--- config.mk ---
export PLATFORM = sky130hd
export DESIGN_NAME = dcsq_ram
export DESIGN_NICKNAME = d
export VERILOG_FILES = /design/src/hdl/dcsq_ram.sv
export SDC_FILE = /design/constraint.sdc
export NUM_CORES = 1
export LEC_CHECK = 0
export BUFFER_PORTS_ARGS = -buffer_cell sky130_fd_sc_hd__buf_2
export CAP_MARGIN = 25
export CORE_MARGIN = 3
export CORE_UTILIZATION = 54
export DETAILED_ROUTE_END_ITERATION = 10
export PLACE_DENSITY = 0.72
export SYNTH_ARGS = -nofsm -noshare
export SYNTH_HDL_FRONTEND = slang
export SYNTH_SLANG_ARGS = --single-unit
--- constraint.sdc ---
create_clock -name clk_i -period 1.8 [get_ports clk_i]
set_input_delay 0.36 -clock clk_i [delete_from_list [all_inputs] [get_ports clk_i]]
set_output_delay 0.36 -clock clk_i [all_outputs]
set_load 0.02 [all_outputs]
--- src/hdl/dcsq_ram.sv ---
// Generic single-write, single-read RAM with registered read data.
module dcsq_ram #(
  parameter int WIDTH = 8,
  parameter int DEPTH = 16
) (
  input  logic                     clk_i,
  input  logic                     we_i,
  input  logic [$clog2(DEPTH)-1:0] waddr_i,
  input  logic [WIDTH-1:0]         wdata_i,
  input  logic                     re_i,
  input  logic [$clog2(DEPTH)-1:0] raddr_i,
  output logic [WIDTH-1:0]         rdata_o
);

  logic [WIDTH-1:0] mem [DEPTH];

  always_ff @(posedge clk_i) begin
    if (we_i) begin
      mem[waddr_i] <= wdata_i;
    end
    if (re_i) begin
      rdata_o <= mem[raddr_i];
    end
  end

endmodule

==> reports/qor.txt, run 1 <==
Status - finished clean
Number of global-route vias before repair - 2598
Number of antenna diodes - 0
Setup crit end kind - register
CORE AREA - 0.00933 mm2
First-pass GRT wire length - 15300 um
Synth top area share - 78.1%
Async SR Flop Fraction - 0%
Largest cells by area after synthesis - edfxtp_1 (78%), mux4_2 (7.8%), mux4_1 (7.0%), a22oi_1 (2.3%), nor2_1 (0.93%)
Kind of critical path - register to register
Post-DP HPWL - 5960 um
Root Buffer Master - clkbuf_8
WL/cell - 22.1 um
TritonCTS clock tree - yes
Top_reg_cell synth - edfxtp_1
WL final - 9560 um
Power Total - 6.99 mW
Layout overhead on the synthesized area - 18.5%
GR Util All Layers - 19.7%
FP Rows - 35
Post-layout minimum cycle time - 1.49 ns
Port-buffer cells - 26
Post-synth cell types - 18
CTS resizes - 0
Fill count - 594
Critical Path Start Type - register
Post-place setup slack - -0.103 ns
CTS Buf Count - 17
RD Place Congestion - 0.699
Clock-pin transition on the worst setup and hold timing paths - 0.06 ns
Synth Warn # - 0
Clk_skew - 0.00583 ns
Final Max Tran Viols - 0
Maximum number of pins on one net before global-route repair - 33
Number of DRC markers in iteration 0 - 194
CP Data Arrival Time - 1.75 ns
Final worst slack - 0.308 ns
Initial core utilization - 56.0%
Hold Path Class - input port to register
H-tree level count - 4
CTS Sinks - 136
Mapped Cells - 229
Nets@finish - 309
Die span in x - 104 um
Top cells by count, synth - edfxtp_1 (136), mux4_2 (18), a22oi_1 (16)
Max_cap viols - 0
GRT overflow - 0
Register area - 0.00408 mm2
Worst skew pair latency - 0.51 ns
Multi-input gate area - 0.00106 mm2
CTS Buffer Depth - 2
Post-Synthesis Cell Area - 0.00523 mm2
Via count - 2487
Die ar. - 0.0109 mm2
Synth Area per Inst - 22.8 um2
Power density cells - 1130 mW/mm2
Post-synth EDFFs - 136
Crit path max fanout - 1
DRC errors left - 0
Syn nets - 248
Worst-Margin Slew - 0.372 ns
ANT nets after route - 0
Crit share post-route - 82.9%
Critical Path RT - 2.06 ns
Static leakage - 2.11 nW
Area leader, netlist - edfxtp_1
Setup repair bufs after CTS - 0
Setup Viol. Count Final - 0
Routed vias/inst - 5.76
Cell with the most instances after synthesis - edfxtp_1
IO Pins - 27
Die Y - 104 um
Slew HR - 75.2%
Count of final hold-check violations - 0
Worst vdd ir - 0.673 mV
RSZ-0062 raised after global routing - no
First-pass detailed-route iteration total - 4
F_max - 670 MHz
Hold Buf Count CTS - 0
Synth Register Bits - 136
Sequential area share after synthesis - 78.1%
Antenna violations before repair - 1
Layout cells sized above 1 - 32.7%
-- path summary, 6_finish.rpt --
kind	depth (start not counted)	endpoint	slack, ns	startpoint
max	3	rdata_o[4]	0.31	mem[9][4]
min	1	rdata_o[4]	0.21	re_i
max reg2reg	3	rdata_o[4]	0.31	mem[9][4]
min reg2reg	3	rdata_o[2]	0.76	mem[12][2]
-- critical path: stages, from the launching register on --
cell and delay (ns):
edfxtp_1 0.38, mux4_1 0.55, a22oi_1 0.25, nand2_1 0.07
-- layer usage --
layer | vias to the layer above | wire, um | GRT usage [%]
met1 | 1267 | 3850 | 26.9
met4 | 2 | 82 | 8.55
met3 | 6 | 737 | 5.21
met2 | 108 | 4870 | 30.5
met5 | - | 13 | 0
li1 | 1104 | - | -
-- report_power, final --
part	leakage [nW]	switching [mW]	internal [mW]	total [mW]
clock	0.251	1.24	1.81	3.05
sequential	1.24	0.0198	3.57	3.59
combinational	0.623	0.199	0.153	0.351
total	2.11	1.46	5.53	6.99
-- metrics by stage --
stage / cells / hold WS (ns) / utilization (%) / setup TNS (ns) / area (um2)
6_report: 432 / 0.213 / 66.4 / 0 / 6200
5_1_grt: 432 / 0.201 / 66.4 / 0 / 6200
4_1_cts: 432 / 0.184 / 66.4 / 0 / 6200
3_5_place_dp: 400 / 0.728 / 60.8 / -0.462 / 5670
3_3_place_gp: 400 / 0.726 / 60.8 / -0.230 / 5670
2_1_floorplan: 229 / 0.459 / - / 0 / 5230
-- flip-flops by register name, indices dropped and copies added (netlist names) --
signal / cells
mem: 128
rdata_o: 8
-- kinds of logic (layout without fill, tap and decap cells) --
family | count (synthesis) | in the layout | synth area share, %
AND/OR/NAND/NOR | 35 | 35 | 3.14
buffers and inverters | 10 | 84 | 1.65
AO/OA/AOI/OAI | 16 | 16 | 2.30
multiplexers | 32 | 32 | 14.8
flip-flops | 136 | 136 | 78.1
-- placed cells by master (no fill, tap or decap), types with 2 or more instances in the layout --
cell        instances
nand3b_1            2
clkinv_2            3
nor3_1              3
nor2_1             13
mux4_1             14
clkinvlp_4          3
nand2b_1            2
nand2_1             9
buf_2              26
buf_12              3
buf_4              23
clkbuf_16          16
clkinv_4            2
clkinv_1            4
edfxtp_1          136
mux4_2             18
a22oi_1            16
-- area by class of cell --
class,instances,area share (%)
sequential,136,65.9
multi-input combinational,83,17.1
clock buffer,18,6.74
timing repair buffer,52,5.86
tap,129,2.60
clock inverter,14,1.76
Power figures use the tool's default switching activity.
==> run 2, diff against run 1 <==
- ABC_AREA: unset -> 1
- CORE_UTILIZATION: 54 -> 61
- PLACE_DENSITY: 0.72 -> 0.77
- clock period: 1.8 -> 1.5 ns (I/O delays scaled with it)
==> reports/qor.txt, run 2 <==
Synth Register Bits - 136
Post-synth cell types - 11
CTS Buffer Depth - 2
Met2 usage - 40.7%
Post-Synthesis Cell Area - 0.00585 mm2
Number of global-route vias before repair - 4035
Async SR Flop Fraction - 0%
Largest cells by area after synthesis - edfxtp_1 (70%), nand2_1 (11%), nand3_1 (8.3%), inv_1 (6.4%), buf_6 (1.2%)
WL/cell - 18.6 um
TritonCTS clock tree - yes
FP Rows - 35
Worst hold margin - 0.154 ns
Adder-Cell Fraction of Synth Area - 0%
Clk_skew - 0.00636 ns
Dpl cells - 707
Met1 global-route usage - 36.7%
Power density cells - 1330 mW/mm2
Count of final hold-check violations - 0
Worst skew pair latency - 0.51 ns
Clock share of power - 46.2%
Setup TNS - 0 ns
Post-layout minimum cycle time - 1.42 ns
Die span in x - 104 um
Layout cells sized above 1 - 13.1%
Max_cap viols - 0
Sequential Power Share - 47.5%
WL final - 13700 um
Hold Buf Count CTS - 0
GR Util All Layers - 26.3%
F_max - 705 MHz
Clock-pin transition on the worst setup and hold timing paths - 0.06 ns
CTS Buf Count - 17
Routed vias/inst - 5.50
Critical Path RT - 1.20 ns
H-tree level count - 4
Via count - 4061
Post-synth EDFFs - 136
Synth Area in Compound Gates - 0%
Kind of critical path - register to output port
Mux contribution to synthesized area - 0%
Die ar. - 0.0108 mm2
P_int - 7.13 mW
Worst-Margin Slew - 0.626 ns
RD Place Congestion - 0.855
Multi-input gate area - 0.00121 mm2
CORE AREA - 0.00928 mm2
Number of antenna diodes - 0
Synthesized-area fraction occupied by and/or/nand/nor cells - 20.8%
Status - finished clean
First-pass GRT wire length - 21400 um
CP max stage cell - edfxtp_1
Hold Path Class - input port to register
Port-buffer cells - 26
Crit path max fanout - 1
Cell with the most instances after synthesis - nand2_1
Largest regs - mem (128), rdata_o (8)
Fill count - 606
Largest family of logic cells by synthesized area - simple AND/OR/NAND/NOR gates
Power Total - 9.06 mW
Synth top area share - 69.8%
Synth Warn # - 0
Nets@finish - 616
CP Data Arrival Time - 1.12 ns
Mapped Cells - 551
CP delay by family, top - flip-flops
Setup repair bufs after CTS - 0
Max incr delay on CP - 0.42 ns
Critical Path Start Type - register
Initial core utilization - 63.0%
Net switching power - 1.93 mW
Antenna violations before repair - 0
Die Y - 104 um
Most common cell after layout, fill and taps aside - nand2_1
DRC errors left - 0
CTS resizes - 0
CP bufs+invs - 1
Max reg flops - 128
Root Buffer Master - clkbuf_8
Worst vdd ir - 0.809 mV
Sequential area share after synthesis - 69.8%
Register area - 0.00408 mm2
Most frequent cells in the layout - nand2_1 (173), edfxtp_1 (136), inv_1 (100)
Layout overhead on the synthesized area - 16.5%
Slew HR - 58.2%
ANT nets after route - 0
Maximum number of pins on one net before global-route repair - 42
Setup Viol. Count Final - 0
Crit share post-route - 94.6%
Top_reg_cell synth - edfxtp_1
Worst-path cell chain - buf_2
GR peak layer - met2
Post-DP HPWL - 8060 um
Top cells by count, synth - nand2_1 (173), edfxtp_1 (136), inv_1 (100)
Top reg by flops - mem
Setup crit end kind - output port
Final std cells w/o fill - 739
RSZ-0062 raised after global routing - no
First-pass detailed-route iteration total - 5
Combinational cell fraction of total power - 6.3%
Final Max Tran Viols - 0
Sw Share - 21.3%
Number of DRC markers in iteration 0 - 507
Syn nets - 570
GRT overflow - 0
Synth Area per Inst - 10.6 um2
CTS Sinks - 136
Met3 usage - 5.77%
Static leakage - 2.96 nW
XOR/XNOR Fraction of Synth Area - 0%
Area leader, netlist - edfxtp_1
IO Pins - 27
## run 2: final timing paths
path,startpoint,to,slack [ns],depth (start not counted)
worst max-delay path,rdata_o[1],rdata_o[1],0.08,1
worst min-delay path,re_i,rdata_o[1],0.15,1
worst max register to register,mem[1][1],rdata_o[1],0.31,6
worst min register to register,mem[11][4],rdata_o[4],0.77,6
## run 2: area by class of cell
cell class                 instances  share of cell area [%]
sequential                       136                    60.0
multi-input combinational        289                    17.8
clock buffer                      18                    6.14
inverter                         102                    5.62
timing repair buffer              51                    5.40
clock inverter                    14                    2.66
tap                              129                    2.37
## run 2: cell families (layout without fill, tap and decap cells)
| family | Yosys count | after routing |
|---|---|---|
| buf+inv | 126 | 185 |
| flops | 136 | 136 |
| simple gates | 289 | 289 |
## run 2: metal layers
layer | up-vias | wire length, um
li1 | 1875 | -
met1 | 1865 | 5360
met2 | 277 | 6520
met3 | 44 | 1430
met4 | 0 | 408
met5 | - | 0
## run 2: power by group through the flow
stage	logic (mW)	clock network, mW	registers (mW)
6_report	0.569	4.18	4.31
5_1_grt	0.617	4.38	4.31
4_1_cts	0.564	4.20	4.31
3_5_place_dp	0.550	0	4.39
3_3_place_gp	0.533	0	4.38
2_1_floorplan	0.300	0	4.40
## run 2: metrics by stage
step           worst slack (ns)  cell area, um2  utilization (%)
3_5_place_dp            -0.0521            6210             66.9
3_3_place_gp           -0.00465            6210             66.9
2_1_floorplan             0.249            5850                -
5_1_grt                  0.0543            6810             73.3
4_1_cts                  0.0555            6810             73.3
6_report                 0.0814            6810             73.3
